`src/sv/assert_macros.svh`:
```
// Assertion macros shared by the instruction core modules.
`ifndef ASSERT_MACROS_SVH
`define ASSERT_MACROS_SVH

// Checked only while out of reset.
`define C8_ASSERT(label, prop, msg) \
   label: assert property (@(posedge clock) disable iff (reset) prop) \
      else $error(msg);

// Checked at every edge, reset included.
`define C8_ASSERT_ALWAYS(label, prop, msg) \
   label: assert property (@(posedge clock) prop) else $error(msg);

`endif

```
`src/sv/c8ic_pkg.sv`:
```
// Shared constants, types and command structs of the instruction core.
`default_nettype none
package c8ic_pkg;
   localparam int STACK_DEPTH   = 16;
   localparam int SCREEN_WIDTH  = 64;
   localparam int SCREEN_HEIGHT = 32;
   localparam int MEM_BYTES     = 4096;
   localparam int MEM_AW        = $clog2(MEM_BYTES);
   localparam int ROW_AW        = $clog2(SCREEN_HEIGHT);
   localparam int COL_AW        = $clog2(SCREEN_WIDTH);
   localparam int SP_W          = $clog2(STACK_DEPTH + 1);
   localparam int SLOT_W        = $clog2(STACK_DEPTH);

   localparam int REQ_DATA_W = 64;
   localparam int REQ_USER_W = 3;
   localparam int RSP_DATA_W = 56;

   localparam logic [12:0] PC_RESET    = 13'h200;
   localparam logic [12:0] PC_LIMIT    = 13'(MEM_BYTES);
   localparam logic [15:0] INST_CLS    = 16'h00E0;
   localparam logic [15:0] INST_RET    = 16'h00EE;
   localparam logic [7:0]  KEY_HELD    = 8'h9E;
   localparam logic [7:0]  KEY_UP      = 8'hA1;
   localparam logic [7:0]  F_GET_DELAY = 8'h07;
   localparam logic [7:0]  F_WAIT_KEY  = 8'h0A;
   localparam logic [7:0]  F_SET_DELAY = 8'h15;
   localparam logic [7:0]  F_SET_SOUND = 8'h18;
   localparam logic [7:0]  F_ADD_INDEX = 8'h1E;
   localparam logic [4:0]  KEY_NONE    = 5'd16;

   localparam logic [0:0] CSR_SHIFT_USES_VY     = 1'd0;
   localparam logic [0:0] CSR_JUMP_OFFSET_USES_VX = 1'd1;

   typedef logic [SCREEN_WIDTH-1:0] row_type;
   typedef logic [ROW_AW-1:0]       row_addr_type;
   typedef logic [COL_AW-1:0]       col_addr_type;
   typedef logic [MEM_AW-1:0]       mem_addr_type;
   typedef logic [SP_W-1:0]         sp_type;
   typedef logic [SLOT_W-1:0]       slot_type;

   typedef enum logic [2:0] {
      OPC_MEM_WRITE, OPC_MEM_READ, OPC_EXECUTE, OPC_TICK, OPC_PIXEL_READ, OPC_REG_READ
   } opc_type;

   typedef enum logic [3:0] {
      GRP_SYS, GRP_JUMP, GRP_CALL, GRP_SKIP_EQ_NN, GRP_SKIP_NE_NN, GRP_SKIP_EQ_REG,
      GRP_LOAD_NN, GRP_ADD_NN, GRP_ALU, GRP_SKIP_NE_REG, GRP_LOAD_INDEX,
      GRP_JUMP_OFFSET, GRP_RANDOM, GRP_DRAW, GRP_KEY, GRP_MISC
   } grp_type;

   typedef enum logic [3:0] {
      ALU_MOV  = 4'h0, ALU_OR  = 4'h1, ALU_AND = 4'h2, ALU_XOR = 4'h3,
      ALU_ADD  = 4'h4, ALU_SUB = 4'h5, ALU_SHR = 4'h6, ALU_SUBN = 4'h7,
      ALU_SHL  = 4'hE
   } alu_type;

   typedef enum logic [3:0] {
      ST_INIT, ST_IDLE, ST_DISPATCH, ST_MEM_WAIT, ST_PIX_WAIT, ST_FETCH_LO,
      ST_DECODE, ST_READ_Y, ST_EXEC, ST_DRAW_RD, ST_DRAW_WR, ST_DRAW_END, ST_RESP
   } ctrl_state_type;

   typedef enum logic [3:0] {
      DP_NONE, DP_INIT_STEP, DP_MEM_WRITE, DP_MEM_READ, DP_CAP_MEM, DP_TICK,
      DP_PIX_READ, DP_CAP_PIX, DP_REG_READ, DP_FETCH_HI, DP_FETCH_LO, DP_DECODE,
      DP_READ_Y, DP_EXEC, DP_DRAW_RD, DP_DRAW_WR
   } dp_op_type;

   typedef struct packed {
      logic      capture;
      dp_op_type op;
      logic      draw_end;
      logic      rsp_load;
   } dp_cmd_type;

   typedef struct packed {
      logic       init_last;
      logic [2:0] opcode;
      logic       is_draw;
      logic       draw_more;
   } dp_status_type;
endpackage
`default_nettype wire

```
`src/sv/c8ic_ctrl.sv`:
```
// Sequencer for the instruction core: steps each item through the datapath.
`default_nettype none
`include "assert_macros.svh"
module c8ic_ctrl (
   input  wire logic                     clock,
   input  wire logic                     reset,
   input  wire logic                     req_tvalid,
   output logic                          req_tready,
   output logic                          rsp_tvalid,
   input  wire logic                     rsp_tready,
   input  wire c8ic_pkg::dp_status_type  status,
   output c8ic_pkg::dp_cmd_type          cmd
);
   c8ic_pkg::ctrl_state_type state_ff, state_in;
   logic rsp_valid_ff;

   assign req_tready = (state_ff == c8ic_pkg::ST_IDLE);
   assign rsp_tvalid = rsp_valid_ff;

   always_comb begin
      state_in = state_ff;
      case (state_ff)
         c8ic_pkg::ST_INIT:     if (status.init_last) state_in = c8ic_pkg::ST_IDLE;
         c8ic_pkg::ST_IDLE:     if (req_tvalid) state_in = c8ic_pkg::ST_DISPATCH;
         c8ic_pkg::ST_DISPATCH: begin
            case (status.opcode)
               c8ic_pkg::OPC_MEM_READ:   state_in = c8ic_pkg::ST_MEM_WAIT;
               c8ic_pkg::OPC_EXECUTE:    state_in = c8ic_pkg::ST_FETCH_LO;
               c8ic_pkg::OPC_PIXEL_READ: state_in = c8ic_pkg::ST_PIX_WAIT;
               default:                  state_in = c8ic_pkg::ST_RESP;
            endcase
         end
         c8ic_pkg::ST_MEM_WAIT: state_in = c8ic_pkg::ST_RESP;
         c8ic_pkg::ST_PIX_WAIT: state_in = c8ic_pkg::ST_RESP;
         c8ic_pkg::ST_FETCH_LO: state_in = c8ic_pkg::ST_DECODE;
         c8ic_pkg::ST_DECODE:   state_in = c8ic_pkg::ST_READ_Y;
         c8ic_pkg::ST_READ_Y:   state_in = c8ic_pkg::ST_EXEC;
         c8ic_pkg::ST_EXEC: begin
            state_in = status.is_draw ? c8ic_pkg::ST_DRAW_RD : c8ic_pkg::ST_RESP;
         end
         c8ic_pkg::ST_DRAW_RD: begin
            state_in = status.draw_more ? c8ic_pkg::ST_DRAW_WR : c8ic_pkg::ST_DRAW_END;
         end
         c8ic_pkg::ST_DRAW_WR:  state_in = c8ic_pkg::ST_DRAW_RD;
         c8ic_pkg::ST_DRAW_END: state_in = c8ic_pkg::ST_RESP;
         c8ic_pkg::ST_RESP:     if (!rsp_valid_ff || rsp_tready) state_in = c8ic_pkg::ST_IDLE;
         default:               state_in = c8ic_pkg::ST_IDLE;
      endcase
   end

   always_comb begin
      cmd = '{capture: 1'b0, op: c8ic_pkg::DP_NONE, draw_end: 1'b0, rsp_load: 1'b0};
      case (state_ff)
         c8ic_pkg::ST_INIT:     cmd.op = c8ic_pkg::DP_INIT_STEP;
         c8ic_pkg::ST_IDLE:     cmd.capture = req_tvalid;
         c8ic_pkg::ST_DISPATCH: begin
            case (status.opcode)
               c8ic_pkg::OPC_MEM_WRITE:  cmd.op = c8ic_pkg::DP_MEM_WRITE;
               c8ic_pkg::OPC_MEM_READ:   cmd.op = c8ic_pkg::DP_MEM_READ;
               c8ic_pkg::OPC_EXECUTE:    cmd.op = c8ic_pkg::DP_FETCH_HI;
               c8ic_pkg::OPC_TICK:       cmd.op = c8ic_pkg::DP_TICK;
               c8ic_pkg::OPC_PIXEL_READ: cmd.op = c8ic_pkg::DP_PIX_READ;
               c8ic_pkg::OPC_REG_READ:   cmd.op = c8ic_pkg::DP_REG_READ;
               default:                  cmd.op = c8ic_pkg::DP_NONE;
            endcase
         end
         c8ic_pkg::ST_MEM_WAIT: cmd.op = c8ic_pkg::DP_CAP_MEM;
         c8ic_pkg::ST_PIX_WAIT: cmd.op = c8ic_pkg::DP_CAP_PIX;
         c8ic_pkg::ST_FETCH_LO: cmd.op = c8ic_pkg::DP_FETCH_LO;
         c8ic_pkg::ST_DECODE:   cmd.op = c8ic_pkg::DP_DECODE;
         c8ic_pkg::ST_READ_Y:   cmd.op = c8ic_pkg::DP_READ_Y;
         c8ic_pkg::ST_EXEC:     cmd.op = c8ic_pkg::DP_EXEC;
         c8ic_pkg::ST_DRAW_RD:  if (status.draw_more) cmd.op = c8ic_pkg::DP_DRAW_RD;
         c8ic_pkg::ST_DRAW_WR:  cmd.op = c8ic_pkg::DP_DRAW_WR;
         c8ic_pkg::ST_DRAW_END: cmd.draw_end = 1'b1;
         c8ic_pkg::ST_RESP:     cmd.rsp_load = !rsp_valid_ff || rsp_tready;
         default:               cmd.op = c8ic_pkg::DP_NONE;
      endcase
   end

   always_ff @(posedge clock) begin
      if (reset) begin
         state_ff     <= c8ic_pkg::ST_INIT;
         rsp_valid_ff <= 1'b0;
      end else begin
         state_ff <= state_in;
         if (cmd.rsp_load) begin
            rsp_valid_ff <= 1'b1;
         end else if (rsp_tready) begin
            rsp_valid_ff <= 1'b0;
         end
      end
   end

   `C8_ASSERT(a_rsp_no_overwrite, cmd.rsp_load |-> (!rsp_valid_ff || rsp_tready), "result overwritten")
   `C8_ASSERT(a_accept_dispatch, (req_tvalid && req_tready) |=> (state_ff == c8ic_pkg::ST_DISPATCH), "accept not dispatched")
   `C8_ASSERT(a_load_shows, cmd.rsp_load |=> rsp_tvalid, "loaded result not presented")
endmodule
`default_nettype wire

```
`config.mk`:
```
export PLATFORM = sky130hd
export DESIGN_NAME = c8ic_ctrl
export DESIGN_NICKNAME = d
export VERILOG_FILES = /design/src/sv/c8ic_pkg.sv /design/src/sv/c8ic_ctrl.sv
export VERILOG_INCLUDE_DIRS = /design/src /design/src/sv
export SDC_FILE = /design/constraint.sdc
export NUM_CORES = 1
export LEC_CHECK = 0
export BUFFER_PORTS_ARGS = -buffer_cell sky130_fd_sc_hd__buf_2
export CORE_UTILIZATION = 45
export CTS_CLUSTER_DIAMETER = 40
export DETAILED_ROUTE_END_ITERATION = 7
export PLACE_DENSITY = 0.68
export SLEW_MARGIN = 20
export SYNTH_ARGS = -nofsm -noshare
export SYNTH_HDL_FRONTEND = slang
export SYNTH_SLANG_ARGS = --single-unit
```
`constraint.sdc`:
```
create_clock -name clock -period 4.85 [get_ports clock]
set_clock_uncertainty 0.2 [all_clocks]
set_input_delay 1.455 -clock clock [delete_from_list [all_inputs] [get_ports clock]]
set_output_delay 1.455 -clock clock [all_outputs]
set_load 0.05 [all_outputs]
```
### Yosys cells after proc, flatten, opt, wreduce, memory -nomap -nowiden

Index checks and enable logic that the tools add are counted.

| cells by class | value |
|---|---|
| mux-type cells | 15 |
| eq/ne operators | 20 |
| reduce and logical (&&, ||, !) cells | 7 |

Operator list:

| cell | count |
|---|---|
| 4-bit one-hot mux with 11 select lines | 1 |
| 4-bit one-hot mux with 10 select lines | 1 |
| 4-bit one-hot mux with 6 select lines | 1 |
| 4-bit equality test, second input constant | 5 |
| 4-bit by 3-bit equality test with 1-bit output, second input constant | 4 |
| 4-bit 2-to-1 mux | 4 |
| 4-bit one-hot mux with 3 select lines | 1 |
| 4-bit by 2-bit equality test with 1-bit output, second input constant | 2 |
| 3-bit by 2-bit equality test with 1-bit output, second input constant | 2 |
| 3-bit equality test, second input constant | 2 |
| 1-bit 2-to-1 mux | 6 |
| 2-bit inequality test, second input constant | 3 |
| 4-bit by 1-bit equality test with 1-bit output, second input constant | 1 |
| 4-bit zero test | 1 |
| 3-bit by 1-bit equality test with 1-bit output, second input constant | 1 |
| 3-bit zero test | 1 |
| 3-bit 2-to-1 mux | 1 |
| 3-bit AND reduction | 1 |
| 3-bit OR reduction | 1 |
| 2-bit nonzero test | 1 |
| 1-bit zero test | 1 |
| 1-bit logical OR | 1 |

| storage, ports and cells | value |
|---|---|
| bits of input ports | 10 |
| logic and storage cells | 44 |
| output and inout bits | 9 |
| bits in registers | 5 |

### Logic depth before layout (Yosys ltp)

Gate-level depths: netlist of the first run.

| logic depth | value |
|---|---|
| depth after elaboration | 4 |
| gate-level depth with buffers | 6 |
| mapped depth without buffers | 4 |

### Worst setup path after synthesis of the first run

No wires, ideal clock.

| path | value |
|---|---|
| kind | input to output |
| start | in status[3] (netlist bit) |
| end | out cmd[5] (netlist bit) |
| path slack | 0.095 ns |
| stages on the path | 5 |
| buffers on the path | 1 |
| arrival | 3.100 ns |
| data required time | 3.195 ns |
| path through | buf_2 nor2b_1 nor2b_1 o311ai_0 o21ai_0 |

RTL lines:

| element | RTL line | text |
|---|---|---|
| from (decl) | c8ic_ctrl.sv:11 | `input wire c8ic_pkg::dp_status_type status,` |
| to (decl) | c8ic_ctrl.sv:12 | `output c8ic_pkg::dp_cmd_type cmd` |

==> results.cfg, run 1 <==
[power]
p_leak_nw = 0.306
power.total_mw = 0.519
clockPowerShare = 0.091
p_sw_frac = 0.579
pwr-share-seq = 0.229
ir_drop_uv = 253
power_density_nw_per_um2 = 720
p_int_mw = 0.218
comb_power_share = 0.679
switchingPower_mw = 0.300

[global_route]
grt_pass1_vias = 488
grt_max_degree = 21
grt-ovfl-total = 0
grt_pass1_wl_mm = 2.19
antenna_found_initial = 0
grtUsageTotal = 0.207

[clock_network]
cts.path.max_buffers = 2
insertion_delay_ns = 0.24
cts_tree = done
hold_buffers = 0
cts_root_buffer = clkbuf_4
cts_max_level = 1
numClockSinks = 5
cts_buffers = 3
cts_setup_buffers = 0
cts.repair.resized = 0
clk_pin_slew_worst_paths_ns = 0.04

[floorplanning]
die_x_um = 39.7
core_um2 = 1320
num_rows = 13
io_pins = 19
initial_core_util = 0.484
die_y_um = 39.7
dieArea_um2 = 1570

[worst_hold_path]
hold_path_end = rsp_tvalid
min_path_type = register to register
hold_depth = 2
hp-start = rsp_tvalid

[placement]
dpl_worst_slack_ns = 0.669
gp_congestion = 0.787
dpl-instance-area_um2 = 694
dp_cells = 114
dp.final_hpwl_mm = 1.02
port_buffers = 18

[synthesis]
synth_cells = 90
avgSynthCellArea_um2 = 7.09
synth-edff-count = 0
ys_types = 40
ys_ff_latch = 5
synth-seq-area-share = 0.157
synthTopCellsByArea = dfxtp_1 (16%), nand2b_1 (6.9%), a21oi_1 (6.3%)
synthFlopType = dfxtp_1
synth_fp_nets = 100
yosysWarnings = 0
synth_top_area_share = 0.157
yosys.area.top_type = dfxtp_1
synthArstFlopShare = 0
syn-cell-area_um2 = 638

[sta]
fin_tns_setup_ns = 0
fin_crit_sh = 0.860
hold_slack_ns = 0.342
hold_viol_final = 0
worst_pin_slew_ns = 0.574
setup_viol = 0
period_needed_ns = 4.17
setup_ws_ns = 0.678
drv_slew = 0
max_slew_margin = 0.617
grt_setup_unrepaired = false
fmax_mhz = 240

[setup_path]
cpMaxStageDelayCell = o311ai_0
crit_fanout = 9
ff2ff_path_depth = 4
timing.rr.start = state_ff[2]
critPathKind = input port to primary output
critPathRequiredTime_ns = 3.19
cpPeakStageDelay_ns = 0.29
reg2reg_slack_ns = 2.97
cp-end-kind = primary output
critPathBufInv = 2
path_cells = buf_2, nor2b_1, nor2b_1, o311ai_0, o21ai_0, buf_2
crit_family = compound AO/OA/AOI/OAI gates
start_kind = input port
cp.arrival_ns = 2.52
reg2reg_to = state_ff[0]

[final_layout]
final_common_cell = buf_2
final_area_um2 = 721
syn_to_final_growth_pct = 12.9
fin_cells = 118
finish.utilization = 0.547
final-seq-area_um2 = 100
multi_input_area_um2 = 474
nets = 114
layout_common_cells = buf_2 (18), nor2_1 (8), a21oi_1 (8), nand2b_1 (7), nor2b_1 (6)
nFillCells = 139
diodes = 0
drive_gt1_frac = 0.252

[route]
vias = 694
dr.pass1.iters = 4
drt_iter0_drc = 13
drc = 0
drt.antenna.violating_nets = 0
routed_via_density = 5.88
wl_per_cell_um = 11.9
totalWireLength_mm = 1.40

[status]
outcome = finished clean

[run]
maxCapViolCount = 0
[worst max path at each step]
stage / from / to / slack [ns] / depth (start not counted)
after floorplan: status[3] / cmd[5] / 0.1 / 5
after global placement: status[3] / cmd[5] / 0.71 / 6
after detailed placement: status[3] / cmd[5] / 0.67 / 6
after CTS: status[3] / cmd[5] / 0.67 / 6
after global routing: status[3] / cmd[5] / 0.53 / 6
final: status[3] / cmd[5] / 0.68 / 6
[tightest hold or removal path: stages (launching register included)]
cell      delay, ns
dfxtp_1        0.30
nand2b_1       0.11
a21oi_1        0.08
[state kept, by name (all words and copies together), names as in the netlist]
name        cells
rsp_tvalid      1
state_ff        4
[cell usage after synthesis, drive strengths merged (2+ instances only)]
master / instances
nor3: 5
a21oi: 8
dfxtp: 5
nand2: 4
o21ai: 4
nand2b: 7
a211oi: 3
nor2b: 7
o21a: 2
buf: 8
nor2: 8
inv: 3
a31oi: 2
o22ai: 2
[logic make-up (layout without fill, tap and decap cells)]
kind of cell,Yosys count,count (layout),synth area share
compound gates,30,30,0.337
mux,1,1,0.0157
xor+xnor,2,2,0.0275
buf+inv,12,25,0.100
flops,5,5,0.157
simple gates,40,40,0.363
[power by group through the flow]
stage          Combinational (mW)  Clock (mW)  Sequential, mW
2_1_floorplan               0.349           0          0.0698
3_3_place_gp                0.350           0           0.119
3_5_place_dp                0.353           0           0.119
4_1_cts                     0.354      0.0496           0.119
5_1_grt                     0.378      0.0519           0.126
6_report                    0.352      0.0474           0.119
[final cells by class]
cell class              instances  area share
clock buffers                   4      0.0365
well taps                      15      0.0260
multi-input cells              73       0.658
inverters                       3      0.0156
flip-flops and latches          5       0.139
repair buffers                 18       0.125
[per-layer routing]
layer / GRT usage / vias up / part of all wire
li1: - / 352 / -
met1: 0.304 / 319 / 0.50
met2: 0.299 / 23 / 0.44
met3: 0.0682 / 0 / 0.060
met4: 0.00862 / 0 / 0
met5: 0 / - / 0
Power figures use the tool's default switching activity.
==> run 2, diff against run 1 <==
PLACE_DENSITY = not set   (was 0.68)
PLACE_DENSITY_LB_ADDON = 0.2   (was not set)
==> run 2 against run 1 <==
  * Sequential share of layout area is the same
  * Register-to-register slack better by 0.04 ns
  * Global-route usage down 2.2 points
  * Fmax rose by 0.71%
  * Clock power rose by 2%
  * Flip-flop and latch count unchanged
  * Non-clock buffer count stayed put
  * Critical endpoint is now cmd[4]
==> results.cfg, run 2 (same netlist as run 1, synthesis figures left out) <==
[status]
outcome = finished clean

[power]
clockPowerShare = 0.094
p_sw_frac = 0.577
p_leak_nw = 0.306
ir_drop_uv = 268
pwr-share-seq = 0.227
power_density_nw_per_um2 = 717
power.total_mw = 0.517
switchingPower_mw = 0.298
p_int_mw = 0.219
comb_power_share = 0.679

[global_route]
antenna_found_initial = 0
grt_max_degree = 21
grt_pass1_vias = 448
grt-ovfl-total = 0
grtUsageTotal = 0.184
grt_pass1_wl_mm = 1.96

[route]
drt.antenna.violating_nets = 0
routed_via_density = 5.53
vias = 652
dr.pass1.iters = 4
wl_per_cell_um = 11.5
drc = 0
totalWireLength_mm = 1.36
drt_iter0_drc = 17

[clock_network]
cts_max_level = 1
numClockSinks = 5
cts_tree = done
insertion_delay_ns = 0.24
clk_pin_slew_worst_paths_ns = 0.04
cts.path.max_buffers = 2
cts_setup_buffers = 0
cts.repair.resized = 0
cts_root_buffer = clkbuf_4
hold_buffers = 0
cts_buffers = 3

[final_layout]
final_area_um2 = 721
top_register = state_ff
nFillCells = 134
nets = 114
final_common_cell = buf_2
largest_register_ffs = 4
drive_gt1_frac = 0.252
layout_common_cells = buf_2 (18), nor2_1 (8), a21oi_1 (8), nand2b_1 (7), nor2b_1 (6)
syn_to_final_growth_pct = 12.9
diodes = 0

[floorplanning]
io_pins = 19
dieArea_um2 = 1570
initial_core_util = 0.484
core_um2 = 1320
die_y_um = 39.7
num_rows = 13
die_x_um = 39.7

[placement]
gp_congestion = 0.746
dpl-instance-area_um2 = 694
dpl_worst_slack_ns = 0.711
dp.final_hpwl_um = 987
port_buffers = 18

[sta]
period_needed_ns = 4.14
fmax_mhz = 241
drv_slew = 0
hold_viol_final = 0
grt_setup_unrepaired = false
fin_crit_sh = 0.854
setup_ws_ns = 0.708
fin_tns_setup_ns = 0
max_slew_margin = 0.605
setup_viol = 0
hold_slack_ns = 0.349
worst_pin_slew_ns = 0.591

[setup_path]
critPathKind = input port to primary output
critPathRequiredTime_ns = 3.19
start_kind = input port
cp-end-kind = primary output
cp.arrival_ns = 2.49
crit_fanout = 9

[worst_hold_path]
min_path_type = register to register

[run]
maxCapViolCount = 0
[run 2: cell counts in the layout (fill, tap and decap cells not counted)]
Identical to the previous run, type by type.
[run 2: path summary, 6_finish.rpt]
kind	from	to	slack (ns)	cells after the start
worst max-delay path	status[3]	cmd[4]	0.71	6
worst min-delay path	rsp_tvalid	rsp_tvalid	0.35	2
worst max register to register	state_ff[2]	state_ff[0]	3.01	4
worst min register to register	rsp_tvalid	rsp_tvalid	0.35	2
[run 2: cell type report]
cell class,instances,area (um^2),share of cell area
clock buffer,4,26.3,0.0365
inverter,3,11.3,0.0156
multi-input combinational,73,474,0.658
sequential,5,100,0.139
tap,15,18.8,0.0260
timing repair buffer,18,90.1,0.125
[run 2: per-stage QoR]
stage               std cells  utilization
finish                    118        0.547
global route              118        0.547
CTS                       118        0.547
detailed placement        114        0.527
global placement          114        0.527
floorplan                  90            -
[run 2: metal layers]
layer	global-route usage	part of all wire
met2	0.279	0.44
met1	0.261	0.52
met4	0	0
met3	0.0682	0.038
met5	0	0
[run 2: power groups by stage]
stage	logic, mW	registers [mW]	clock network [mW]
global placement	0.350	0.118	0
detailed placement	0.351	0.117	0
global route	0.376	0.125	0.0534
CTS	0.351	0.116	0.0512
finish	0.351	0.118	0.0484
floorplan	0.349	0.0698	0
[run 2: worst max-delay path, cell delays in order]
cell	delay, ns
buf_2	0.16
nor2b_1	0.18
a22o_1	0.15
a21oi_1	0.06
o211ai_1	0.19
buf_2	0.29
